[src/rtl/fla_clear.sv]
`default_nettype none
// ----------------------------------------------------------------------------
// Clearing sweep
// Walks every freed-bit address once after reset.
// ----------------------------------------------------------------------------
module fla_clear #(
  parameter int DEPTH = 1024,
  localparam int AW = (DEPTH > 1) ? $clog2(DEPTH) : 1
) (
  input  wire logic          clk,
  input  wire logic          rst_n,
  output logic               busy,
  output logic      [AW-1:0] addr
);

  localparam logic [AW-1:0] LAST = AW'(DEPTH - 1);

  logic          busy_r;
  logic [AW-1:0] cnt_r;

  always_ff @(posedge clk) begin
    if (!rst_n) begin
      busy_r <= 1'b1;
      cnt_r  <= '0;
    end else if (busy_r) begin
      if (cnt_r == LAST) begin
        busy_r <= 1'b0;
      end else begin
        cnt_r <= cnt_r + 1'b1;
      end
    end
  end

  assign busy = busy_r;
  assign addr = cnt_r;

endmodule
`default_nettype wire

[config.mk]
export PLATFORM = sky130hd
export DESIGN_NAME = fla_clear
export DESIGN_NICKNAME = d
export VERILOG_FILES = /design/src/rtl/fla_clear.sv
export SDC_FILE = /design/constraint.sdc
export NUM_CORES = 1
export LEC_CHECK = 0
export BUFFER_PORTS_ARGS = -buffer_cell sky130_fd_sc_hd__buf_2
export CAP_MARGIN = 20
export CORE_AREA = 2 2 39 41
export DETAILED_ROUTE_END_ITERATION = 6
export DIE_AREA = 0 0 41 43
export GPL_TIMING_DRIVEN = 1
export PLACE_DENSITY = 0.74
export REMOVE_ABC_BUFFERS = 1
export SLEW_MARGIN = 30
export SYNTH_ARGS = -nofsm -noshare
export SYNTH_HDL_FRONTEND = slang
export SYNTH_SLANG_ARGS = --single-unit
[constraint.sdc]
create_clock -name clk -period 2 [get_ports clk]
set_input_delay 0.1 -clock clk [delete_from_list [all_inputs] [get_ports clk]]
set_output_delay 0.1 -clock clk [all_outputs]
set_load 0.005 [all_outputs]
Word-level counts from Yosys, hierarchy flattened
Cells that the tools add are included.
- add/sub/neg operators: 1
- equality and inequality tests: 1
- muxes and demuxes: 2
- bitwise logic cells: 1
- reductions and logical operators: 1
- operators with widths (kind ; count):
    $add 10x1->10 const B ; 1
    $eq 10x10->1 const B ; 1
    $mux 1 ; 2
    $reduce_and 2->1 ; 1
    $not 1->1 ; 1
- register bits after elaboration: 11
- bits of input ports: 2
- logic and storage cells: 8

Depth between registers and ports, before layout
- depth after elaboration: 3
- mapped depth: 5
- mapped depth without buffers: 5

Worst setup path after synthesis
No wires, ideal clock.
- path kind: register to register
- from: register cnt_r[0] (netlist: addr[0])
- to: register cnt_r[5] (netlist: addr[5])
- data arrival time: 1374 ps
- required time: 1924 ps
- setup slack: 550 ps
- stages on the path, launching flop included: 6
- buffers on the path: 0
- period minus slack after synthesis: 1450 ps
- cell sequence: dfxtp_1 > ha_1 > nand3_2 > nor3_4 > or4_1 > a21boi_0
- word-level cells in the longest chain between the ends: 3
- RTL lines (element ; RTL line ; RTL):
    start: declaration ; 19 ; logic [AW-1:0] cnt_r;
    start signal: assignment ; 29 ; cnt_r <= cnt_r + 1'b1;
    parallel branches: the longest is 3 deep, another holds $add 10x1->10 ; - ;
Parallel ways; which one is timed is not known.
A chain may end at the register's enable or synchronous reset.

Final worst setup path
Same ends and word-level chain as after synthesis.

==> results.json <==
{
  "status": "finished clean",
  "tightestPinTransition_ns": 0.280,
  "async_flop_share": 0,
  "areaGrowthSynthToFinish_pct": 18.9,
  "vias": 478,
  "setup_viol": 0,
  "clock_latency_ns": 0.27,
  "ys_ff_latch": 11,
  "grt_use_total": 0.135,
  "pwr_density_cell_nw_per_um2": 619,
  "fin_util": 0.467,
  "worst_setup_path_start_kind": "register",
  "dp_slack_ns": 0.487,
  "gp_congestion": 0.763,
  "synthFlopType": "dfxtp_1",
  "swShare": 0.221,
  "path_class": "register to register",
  "synth_edf_count": 0,
  "grt_pass1_wl_um": 1570,
  "drive_above_1_share": 0.268,
  "start_util": 0.392,
  "drtIter0Drc": 10,
  "p_seq_frac": 0.576,
  "portBuffers": 12,
  "yosys_warnings": 0,
  "rsz0062_at_grt": "false",
  "finalNetCount": 75,
  "dieArea_um2": 1760,
  "grt_pass1_vias": 380,
  "antenna_left": 0,
  "overflow": 0,
  "fp.coreArea_um2": 1380,
  "syn_area_um2": 543,
  "p_switching_mw": 0.0886,
  "post_drt_via_cell_ratio": 5.49,
  "avgSynthCellArea_um2": 9.70,
  "post-route-worst-setup-slack_ns": 0.485,
  "synth_top_area_share": 0.406,
  "pin_count": 13,
  "holdBufCountCts": 0,
  "grt_max_degree": 15,
  "place_area_um2": 619,
  "peakVddDrop_v": 0.000489,
  "clk_pin_slew_worst_paths_ns": 0.07,
  "syn_inst": 56,
  "antenna_found_initial": 0,
  "comb_power_share": 0.053,
  "root_buffer": "clkbuf_4",
  "fp.dieW_um": 41,
  "finalCritPeriodShare": 0.758,
  "layout_min_cycle_time_ns": 1.52,
  "clock_sinks": 11,
  "synth_area_leader_cell": "dfxtp_1",
  "relSlewSlack": 0.812,
  "timing.critical_path.fanout_max": 8,
  "required_ns": 2.20,
  "rows": 14,
  "yosysMostFrequentCell": "dfxtp_1",
  "hp-class": "input port to register",
  "cp-end-kind": "register",
  "cts_resized": 0,
  "clkPwrFrac": 0.371,
  "yosysUniqueCellTypes": 28,
  "critPathArrivalTime_ns": 1.71,
  "final-max-slew-violation-count": 0,
  "p_int_mw": 0.311,
  "cts_made_buffers": 3,
  "seq_area_frac_synth": 0.406,
  "fin_skew_ns": 0.0126,
  "hpwlAfterDp_um": 742,
  "synth_top_cells_by_count": "dfxtp_1 (11), nand2_1 (7), nand3_1 (4)",
  "dp_cells": 83,
  "dr.pass1.iters": 2,
  "fmaxAchievable_ghz": 0.660,
  "postCtsSetupBuffers": 0,
  "drc": 0,
  "routed_wl_um": 1030,
  "power_leakage_nw": 0.284,
  "hold_slack_ns": 0.131,
  "fin_cells": 87,
  "cts.path.max_buffers": 2,
  "ys_top_cells_by_area": "dfxtp_1 (41%), nand2_1 (4.8%), nand4_4 (3.9%), o31ai_4 (3.9%), nand3_1 (3.7%)",
  "wl_per_cell_um": 11.8,
  "fillers": 141,
  "final_hold_viol_count": 0,
  "htreeDepth": 1,
  "antennaDiodeCount": 0,
  "maxCapViolCount": 0,
  "power_mw": 0.400,
  "cts_tree": "built",
  "die_height_um": 43,
  "finalSetupTns_ns": 0,
  "design_area_um2": 646
}
==> cell usage in the layout, fill, tap and decap left out, types with 2 or more instances in the layout <==
cell,count
clkbuf_4,3
nand4_1,2
nand2_1,7
or4_1,2
buf_2,12
o31ai_1,2
nor3b_1,2
o21ai_0,2
a21boi_0,2
nand3_1,4
o211a_1,2
dfxtp_1,11
nor3_1,2
nor2_1,2
==> layer usage <==
layer | track usage | wire [um] | vias to the layer above
li1 | - | - | 246
met1 | 0.177 | 500 | 222
met2 | 0.184 | 481 | 10
met3 | 0.0942 | 47 | 0
met4 | 0.0200 | 0 | 0
met5 | 0 | 0 | -
==> kinds of logic after synthesis <==
kind of cell / share of synthesized area
and+or+nand+nor: 0.339
AOI/OAI and AO/OA: 0.184
buffers and inverters: 0.0138
muxes: 0.0184
adders and majority gates: 0.0230
DFF: 0.406
xor gates and xnor gates: 0.0161
==> power by group through the flow <==
stage | Combinational, mW | Sequential, mW | Clock, mW
final | 0.0212 | 0.230 | 0.148
after global routing | 0.0240 | 0.231 | 0.167
after CTS | 0.0216 | 0.230 | 0.154
after detailed placement | 0.0215 | 0.235 | 0
after global placement | 0.0215 | 0.235 | 0
after floorplan | 0.0101 | 0.235 | 0
==> state kept, by name, indices dropped and copies added (netlist names) <==
signal / flops
addr: 10
busy: 1
==> critical path, stage by stage (launching register included) <==
cell	delay (ns)
dfxtp_1	0.34
ha_1	0.27
nand3_2	0.15
nor3_4	0.07
or4_1	0.47
a21boi_0	0.17
==> layout make-up <==
type,instances,area (um^2),share of cell area
clock buffers,4,26.3,0.0407
inverters,1,3.75,0.00581
multi-input cells,43,315,0.488
flip-flops and latches,11,220,0.341
well taps,16,20.0,0.0310
repair buffers,12,60.1,0.0930
==> worst paths after layout <==
check	start	slack [ns]	cells past startpoint	to
worst min register to register	addr[7]	0.50	1	addr[7]
worst max-delay path	addr[0]	0.48	5	addr[5]
worst min-delay path	rst_n	0.13	2	busy
worst max register to register	addr[0]	0.48	5	addr[5]
No activity file was read; power rests on OpenSTA's default activity.
