===== src/rtl/fla_pkg.sv =====
`default_nettype none
// ----------------------------------------------------------------------------
// Free list allocator package
// Shared widths, request and status codes, and the per-request decision type.
// ----------------------------------------------------------------------------
package fla_pkg;

  localparam int IDX_W       = 10;
  localparam int IDX_SPAN    = 1 << IDX_W;
  localparam int LIMIT_W     = 11;
  localparam int STATUS_W    = 2;
  localparam int CAPACITY_DEF = 1024;

  localparam logic [LIMIT_W-1:0] LIMIT_RESET = LIMIT_W'(1024);

  localparam logic FUNC_ALLOC = 1'b0;
  localparam logic FUNC_FREE  = 1'b1;

  localparam logic [STATUS_W-1:0] ST_OK    = 2'd0;
  localparam logic [STATUS_W-1:0] ST_FULL  = 2'd1;
  localparam logic [STATUS_W-1:0] ST_RANGE = 2'd2;
  localparam logic [STATUS_W-1:0] ST_DUP   = 2'd3;

  typedef struct packed {
    logic [STATUS_W-1:0] status;
    logic [IDX_W-1:0]    granted;
    logic                pop;
    logic                push;
    logic                fresh;
  } fla_dec_t;

endpackage
`default_nettype wire


===== src/rtl/fla_decide.sv =====
`default_nettype none
// ----------------------------------------------------------------------------
// Request decision
// Picks pop, fresh issue, push or reject for the registered request.
// ----------------------------------------------------------------------------
module fla_decide #(
  parameter int CAPACITY = fla_pkg::CAPACITY_DEF,
  localparam int CNT_W = $clog2(CAPACITY + 1)
) (
  input  wire logic                        func,
  input  wire logic [fla_pkg::IDX_W-1:0]   free_index,
  input  wire logic                        marked,
  input  wire logic [CNT_W-1:0]            count,
  input  wire logic [fla_pkg::LIMIT_W-1:0] fresh,
  input  wire logic [fla_pkg::LIMIT_W-1:0] entry_limit,
  input  wire logic [fla_pkg::IDX_W-1:0]   top,
  output fla_pkg::fla_dec_t                dec
);

  localparam int LW = (CNT_W > fla_pkg::LIMIT_W) ? CNT_W : fla_pkg::LIMIT_W;
  localparam logic [LW-1:0]    CAP_WIDE = LW'(CAPACITY);
  localparam logic [CNT_W-1:0] CAP_CNT  = CNT_W'(CAPACITY);

  logic [fla_pkg::LIMIT_W-1:0] eff_limit;

  assign eff_limit = (LW'(entry_limit) > CAP_WIDE) ? fla_pkg::LIMIT_W'(CAPACITY)
                                                   : entry_limit;

  always_comb begin
    dec        = '0;
    dec.status = fla_pkg::ST_OK;
    if (func == fla_pkg::FUNC_ALLOC) begin
      if (count != '0) begin
        dec.pop     = 1'b1;
        dec.granted = top;
      end else if (fresh >= eff_limit) begin
        dec.status = fla_pkg::ST_FULL;
      end else begin
        dec.fresh   = 1'b1;
        dec.granted = fresh[fla_pkg::IDX_W-1:0];
      end
    end else begin
      if ({1'b0, free_index} >= eff_limit) begin
        dec.status = fla_pkg::ST_RANGE;
      end else if (marked) begin
        dec.status = fla_pkg::ST_DUP;
      end else if (count < CAP_CNT) begin
        dec.push = 1'b1;
      end
    end
  end

endmodule
`default_nettype wire


===== config.mk =====
export PLATFORM = sky130hd
export DESIGN_NAME = fla_decide
export DESIGN_NICKNAME = d
export VERILOG_FILES = /design/src/rtl/fla_pkg.sv /design/src/rtl/fla_decide.sv
export SDC_FILE = /design/constraint.sdc
export NUM_CORES = 1
export LEC_CHECK = 0
export BUFFER_PORTS_ARGS = -buffer_cell sky130_fd_sc_hd__buf_2
export CORE_AREA = 2 2 44 46
export DETAILED_ROUTE_END_ITERATION = 16
export DIE_AREA = 0 0 46 48
export PLACE_DENSITY = 0.85
export SLEW_MARGIN = 0
export SYNTH_ARGS = -nofsm -noshare
export SYNTH_HDL_FRONTEND = slang
export SYNTH_SLANG_ARGS = --single-unit
export TNS_END_PERCENT = 30

===== constraint.sdc =====
create_clock -name vclk -period 3.9
set_input_delay 0.195 -clock vclk [all_inputs]
set_output_delay 0.195 -clock vclk [all_outputs]
set_load 0.01 [all_outputs]

# ---- Word level (Yosys, flattened, before mapping)
# Index checks and enable logic that the tools add are counted.
dict set report word_totals {
  register_bits 0
}
dict set report classes {
  n_mux 17
  n_reduce_logical 1
  order_cmp 4
}
# op n
set op_table {}
lappend op_table {{11-bit two-way mux} 2}
lappend op_table {{10-bit two-way mux} 2}
lappend op_table {{10-bit by 11-bit greater-or-equal comparator with 1-bit output} 1}
lappend op_table {{11-bit greater-or-equal comparator} 1}
lappend op_table {{11-bit > comparator, second input constant} 1}
lappend op_table {{11-bit less-than comparator, second input constant} 1}
lappend op_table {{11-bit nonzero test} 1}
lappend op_table {{1-bit two-way mux} 10}
lappend op_table {{2-bit two-way mux} 3}

# ---- Longest topological paths before layout
# Gate-level depths: netlist of run 1.
dict set report depth {
  depth_word 6
  depth_mapped 10
}

# ---- Worst setup path before layout of run 1
# OpenSTA, ideal clock, no wires.
dict set report synth_timing {
  kind {input port to output port}
  start {input port entry_limit[10] (netlist bit)}
  end {output port dec[10] (netlist bit)}
  arrival_time_ns 1.904
  stages 10
  slack_ns 1.801
  n_path_buf 2
  path_cell_list {inv_1 > clkbuf_1 > nand2_1 > ha_1 > a21o_1 > nand3_1 > a21oi_1 > nor4_2 > buf_4 > a22o_1}
}
# item line
set synth_rtl {}
lappend synth_rtl {{from (decl)} fla_decide.sv:15} ;# input wire logic [fla_pkg::LIMIT_W-1:0] entry_limit,
lappend synth_rtl {{to (decl)} fla_decide.sv:17} ;# output fla_pkg::fla_dec_t dec

==> results of run 1 <==
-- Yosys cell counts, types with 2 or more instances --
cell	count	share of area, %
sky130_fd_sc_hd__ha_1	21	38
sky130_fd_sc_hd__nand2_1	14	7.7
sky130_fd_sc_hd__a21oi_1	10	7.3
sky130_fd_sc_hd__a22o_1	10	13
sky130_fd_sc_hd__inv_1	3	1.6
sky130_fd_sc_hd__nand4_1	3	2.7
sky130_fd_sc_hd__a21o_1	2	2.2
sky130_fd_sc_hd__clkbuf_1	2	1.1
sky130_fd_sc_hd__nand3_1	2	1.5
sky130_fd_sc_hd__nor2b_1	2	1.8
sky130_fd_sc_hd__nor4_4	2	6.2
sky130_fd_sc_hd__o21ai_0	2	1.5
sky130_fd_sc_hd__o22ai_1	2	1.8
-- where the power goes --
group          internal, mW  total, mW  switching, mW
clock                     0          0              0
combinational        0.0529      0.105         0.0517
sequential                0          0              0
total                0.0529      0.105         0.0517
-- worst max-delay path by stage --
stage,startpoint,to,slack (ns)
floorplan,entry_limit[10],dec[10],1.80
global placement,entry_limit[10],dec[3],1.17
detailed placement,entry_limit[10],dec[9],1.05
CTS,entry_limit[10],dec[12],1.03
global route,entry_limit[10],dec[11],0.81
finish,entry_limit[10],dec[12],1.03
-- per-layer routing --
layer,GRT usage [%],vias to the layer above,part of all wire [%]
li1,-,477,-
met3,0.377,0,7.9
met2,34.7,44,52
met5,0,-,0
met1,24.4,390,40
met4,1.14,0,0
-- kinds of logic (layout without fill, tap and decap cells) --
| logic type | after synthesis | in the layout | share of synthesized area [%] |
|---|---|---|---|
| compound gates | 30 | 30 | 30.1 |
| simple gates | 30 | 30 | 27.9 |
| fa+ha+maj | 21 | 21 | 38.3 |
| buf+inv | 6 | 73 | 3.83 |
-- cell usage in the layout (no fill, tap or decap) --
cell type and n:
sky130_fd_sc_hd__inv_1 3, sky130_fd_sc_hd__a21o_1 2, sky130_fd_sc_hd__nor2b_1 2, sky130_fd_sc_hd__buf_2 70, sky130_fd_sc_hd__a22o_1 10, sky130_fd_sc_hd__nor4_2 1, sky130_fd_sc_hd__nand4_1 3, sky130_fd_sc_hd__nand2b_1 1
sky130_fd_sc_hd__nand4b_1 1, sky130_fd_sc_hd__o21a_1 1, sky130_fd_sc_hd__nor2_1 1, sky130_fd_sc_hd__a211oi_2 1, sky130_fd_sc_hd__nor4b_1 1, sky130_fd_sc_hd__a21oi_1 10, sky130_fd_sc_hd__ha_1 21, sky130_fd_sc_hd__nor4_4 2
sky130_fd_sc_hd__o21ai_0 2, sky130_fd_sc_hd__nor3_2 1, sky130_fd_sc_hd__nor3_1 1, sky130_fd_sc_hd__a31oi_1 1, sky130_fd_sc_hd__nand3_1 2, sky130_fd_sc_hd__o22ai_1 2, sky130_fd_sc_hd__o21ai_1 1, sky130_fd_sc_hd__nand2_1 14
-- worst max-delay path, delay by kind of cell --
kind                     cells  cell delay (ns)
AO/OA/AOI/OAI                3             0.50
adder cells (fa/ha/maj)      1             0.32
buffers and inverters        3             0.49
AND/OR/NAND/NOR              3             1.16
-- area by class of cell --
class / count / share of cell area, %
Inverter: 3 / 1.08
Multi-Input combinational cell: 81 / 63.3
Tap cell: 17 / 2.04
Timing Repair Buffer: 70 / 33.6
-- metrics by stage --
step                instance area, um^2  power [mW]  util (%)
CTS                                1040       0.106      61.8
global placement                   1040       0.100      61.8
global route                       1040       0.119      61.8
finish                             1040       0.105      61.8
detailed placement                 1040       0.105      61.8
floorplan                           687      0.0550         -
==> run summary, run 1 <==
The flow ran to the end, and the final reports show no timing, DRC or antenna violations. The placed wire-length estimate is 1910 um, and the placed cell count is 171. The run gives 232 as the number of nets in the layout.

For this block, the initial DRC count from the detailed router was 4. IR analysis of the VDD net gives a maximum drop of 0.0549 mV. The run gives 0 as the detailed-route DRC error count. After clock tree synthesis, the repair step resized 0 gates.

The post-route clock period utilization was 73.6%; the wire length of the first global-routing pass was 3130 um. In this run the worst path has a maximum fanout of 11. The minimum clock period was 2.87 ns; the total grt overflow was 0. The logs give 87 for the number of instances in the synthesized netlist and 40.7% for the effective utilization at floorplan.

The number of nets handed over by synthesis was 163. For this run, the total global-route usage over all layers was measured as 18.5%. In this design, the critical path's most frequently occurring cell is sky130_fd_sc_hd__buf_2. The tools report the worst hold path endpoint as dec[1]. Once detail routing completed, the nets flagged for antenna violations numbered 0. The clock buffer count was 0; the number of global-route vias before repair was 785.

For this run, the number of standard cells in the final layout without fillers is 171. Summing all multi-input logic gate instances after layout gives 661 um^2. For this design, the CTS-stage hold fixing added 0 buffers. The run gives 687 um^2 as the synthesized area.

Setup repair after global routing left no endpoint under its margin. The floorplan step defined a die boundary enclosing 0.00221 mm^2. Chip width: 46 um. The initialized floorplan defines 15 standard-cell rows. The run gives 0 as the max-slew violation total from the final report. The count of input and output buffers is 70. The tools report the max capacitance violation total as 0. For the worst setup path, the data arrival time is 2.67 ns. The highest-delay cell along the critical path was sky130_fd_sc_hd__nor4_2.

The routed design has 2090 um of wire. The flip-flop and latch count was 0. The critical path is of the in2out type. STA puts the critical path data required time at 3.70 ns.

The buffer count from post-CTS setup fixing is 0. The height of the die is 48 um, and the register area share after synthesis is 0%. The number of warning messages in the yosys log was 0. Startpoint class of the critical path: a primary input. In this run the static leakage power is 0.585 nW. Actual transition at the worst max-transition pin: 1.07 ns. The highest cell delay on the worst timing path was 0.93 ns. The area of the core was 0.00169 mm^2; the post-route setup TNS was 0 ns.

The unique cell type count in the Yosys netlist is 25, and the via count normalized by instance count is 5.33. Setup slack closes at 1.03 ns. The worst setup path is captured at an output pin. The final count of hold timing violations is 0.

The worst hold path passes through 3 cells. The max-slew headroom at the worst pin is 28.1%, and the initial antenna violation count is 0. The antenna diode instance count came out at 0.

Dividing the detail-routed wire length by the instance count gives 12.2 um. The tools report the worst setup slack before clock tree synthesis as 1.05 ns. Entering global routing, the biggest net connects 12 pins. The run gives 0.839 as the placer congestion estimate. For this design the ratio of total power to cell area is 100 mW/mm^2. The worst hold-check slack is 0.663 ns, and the achievable clock frequency is 0.348 GHz.

The critical path goes through buf_2 > inv_1 > nand2_1 > ha_1 > a21o_1 > nand3_1 > a21oi_1 > nor4_2 > a22o_1 > buf_2. The count of TritonRoute iterations in the first routing pass was 4. The path type of the worst min-delay path is in2out. The synthesized area per cell is 7.90 um^2, and the number of vias in the routed layout is 911. In the final layout, the share of cells above drive strength 1 is 48.7%.

70 I/O pins were placed. The beginning of the worst hold path is marked. The area growth from synthesis to layout is 51.9%. Registers take 0 um^2. The number of inserted filler cells in the final layout is 151, and the total setup violations reported at the end of the flow is 0.
No activity file was read; power rests on OpenSTA's default activity.
==> run 2, diff against run 1 <==
--- a/config.mk
+++ b/config.mk
@@ -6,10 +6,10 @@
 export NUM_CORES = 1
 export LEC_CHECK = 0
 export BUFFER_PORTS_ARGS = -buffer_cell sky130_fd_sc_hd__buf_2
-export CORE_AREA = 2 2 44 46
+export CORE_AREA = 2 2 46 48
 export DETAILED_ROUTE_END_ITERATION = 16
-export DIE_AREA = 0 0 46 48
-export PLACE_DENSITY = 0.85
+export DIE_AREA = 0 0 48 50
+export PLACE_DENSITY = 0.78
 export SLEW_MARGIN = 0
 export SYNTH_ARGS = -nofsm -noshare
 export SYNTH_HDL_FRONTEND = slang
==> constraint.sdc (replaced) <==
create_clock -name vclk -period 3.01
set_input_delay 0.1505 -clock vclk [all_inputs]
set_output_delay 0.1505 -clock vclk [all_outputs]
set_load 0.01 [all_outputs]
==> run summary, run 2 (same netlist as run 1, synthesis figures left out) <==
The run finished with clean final reports. The initial utilization of the core area, before any placement, comes to 36.1%. Summing all flip-flop and latch instances after layout gives 0 um^2. The tools report the number of gates resized after CTS as 0. After detailed routing, the number of vias per cell comes to 5.05. The chip width came out at 48 um. The number of hold buffers added after CTS was 0. For the die footprint, the log shows 0.00240 mm^2. The number of placed I/O pins is 70, and the critical path data required time is 2.86 ns. The minimum clock period was 2.41 ns; the initial antenna violation count was 0.

The most common cell after layout, fill and taps aside was sky130_fd_sc_hd__buf_2. The logs give 0 for the detailed-route DRC error count and 3240 um for the wire length of the first global-routing pass. The final count of hold timing violations was 0. Number of vias in the routed layout: 919. The critical path goes through buf_2 > inv_1 > nand2_1 > ha_1 > a21o_1 > nand3_1 > a21oi_1 > nor4_2 > buf_4 > a22o_1 > buf_2. The analysis attributes to cell leakage a power of 0.590 nW.

In this run the vertical extent of the chip is 50 um. Derived from the worst setup path, the maximum achievable clock frequency is 0.414 GHz. For this run, the slowest stage of the critical path takes 0.49 ns. The floorplan has 16 rows. In the layout the commonest cells are sky130_fd_sc_hd__buf_2 (70), sky130_fd_sc_hd__ha_1 (21), sky130_fd_sc_hd__nand2_1 (14). The setup path with the least slack is of type in2out.

Cell seen most often among critical-path stages: sky130_fd_sc_hd__buf_2. For the final cell count without fillers, the log shows 182. The routed length per instance was 11.4 um. The buffers plus inverters on the worst setup path was 4; the number of nets in the layout was 233.

The worst setup path is captured at an output pin. Dividing total power by cell area gives a power density of 127 mW/mm^2. Once detail routing completed, the nets flagged for antenna violations numbered 0. The post-layout utilization of the core came out at 55.9%. For the pin with the worst max-slew slack, the measured transition is 0.887 ns. The share of final-layout standard cells stronger than drive strength 1 is 49.0%, and the clock buffer count is 0. The count of buffers added on input and output ports is 70. The worst pin sits at a relative slew slack of 40.6%.

The number of placed instances, taps included, is 182. Global routing used 35.1% of the available met2 tracks. The tools report the placed wire-length estimate as 1950 um. STA classifies the critical path startpoint as a primary input. The max-slew violation total from the final report was 0; the met1 track utilization from global routing was 19.6%. STA puts the critical path data arrival time at 2.26 ns. The tool flagged a number of max-cap violations equal to 0.

The tools report the number of global-route vias before repair as 868. Global routing consumed, over all layers together, 17.2% of the routing resources. Setup repair after global routing left no endpoint under its margin. The tools report the buffer count from post-CTS setup fixing as 0. The final layout contains routed wiring with a total length of 2070 um. The run gives 0% as the met3 usage in global routing. Global routing finished with a remaining overflow of 0. In this design, the largest share of critical-path delay is due to buffers and inverters. There are 0 flip-flops and latches.

The area growth from synthesis to layout is 54.8%. The busiest metal layer after global routing is met2. Critical-path maximum fanout: 11. The run gives 0 as the antenna diode instance count.

The run gives 0.00190 mm^2 as the area of the core. Setup violations remaining at the end of the flow were counted as 0. For this block, the initial DRC count from the detailed router was 2. The min-delay analysis places its worst path in the category in2out.

The pin count of the biggest net entering global routing is 12, and the placer congestion estimate is 0.793. Setup total negative slack on the finished layout was measured at 0 ns. The worst supply voltage drop on vdd came out at 0.0529 mV. The slowest stage of the critical path belongs to the cell sky130_fd_sc_hd__nor4_2.

The worst path uses 80.2% of the clock period. The count of TritonRoute iterations in the first routing pass came out at 4.
[run 2: changes by cell type in the layout (fill, tap and decap cells not counted), sizes merged]
| cell | before | now |
|---|---|---|
| buf | 70 | 71 |
[run 2: stage by stage]
| step | power [mW] | cell area, um^2 | hold slack, ns | setup WS, ns |
|---|---|---|---|---|
| after floorplan | 0.0713 | 687 | 0.352 | 1.00 |
| after global placement | 0.132 | 1060 | 0.571 | 0.698 |
| after detailed placement | 0.136 | 1060 | 0.579 | 0.581 |
| after CTS | 0.136 | 1060 | 0.581 | 0.585 |
| after global routing | 0.155 | 1060 | 0.598 | 0.381 |
| final | 0.135 | 1060 | 0.583 | 0.596 |
[run 2: worst min-delay path: stages]
cell	delay (ns)
sky130_fd_sc_hd__buf_2	0.10
sky130_fd_sc_hd__nor4b_1	0.05
sky130_fd_sc_hd__buf_2	0.13
[run 2: metal layers]
layer,vias to the layer above,share of wire [%]
met2,38,53
met4,0,0
met5,-,0
met1,402,39
met3,0,7.3
li1,479,-
[run 2: worst paths after layout]
check	start	endpoint	slack, ns	depth (start not counted)
worst min-delay path	marked	dec[1]	0.58	3
worst max-delay path	entry_limit[10]	dec[4]	0.60	11
[run 2: power breakdown]
part / total [mW] / internal, mW / leakage, nW / switching [mW]
registers: 0 / 0 / 0 / 0
logic: 0.135 / 0.0681 / 0.590 / 0.0664
clock network: 0 / 0 / 0 / 0
total: 0.135 / 0.0681 / 0.590 / 0.0664
[run 2: area by class of cell]
cell class                 instances  area (um^2)
fill                             192          838
multi-input combinational         81          661
timing repair buffer              71          358
tap                               27         33.8
inverter                           3         11.3
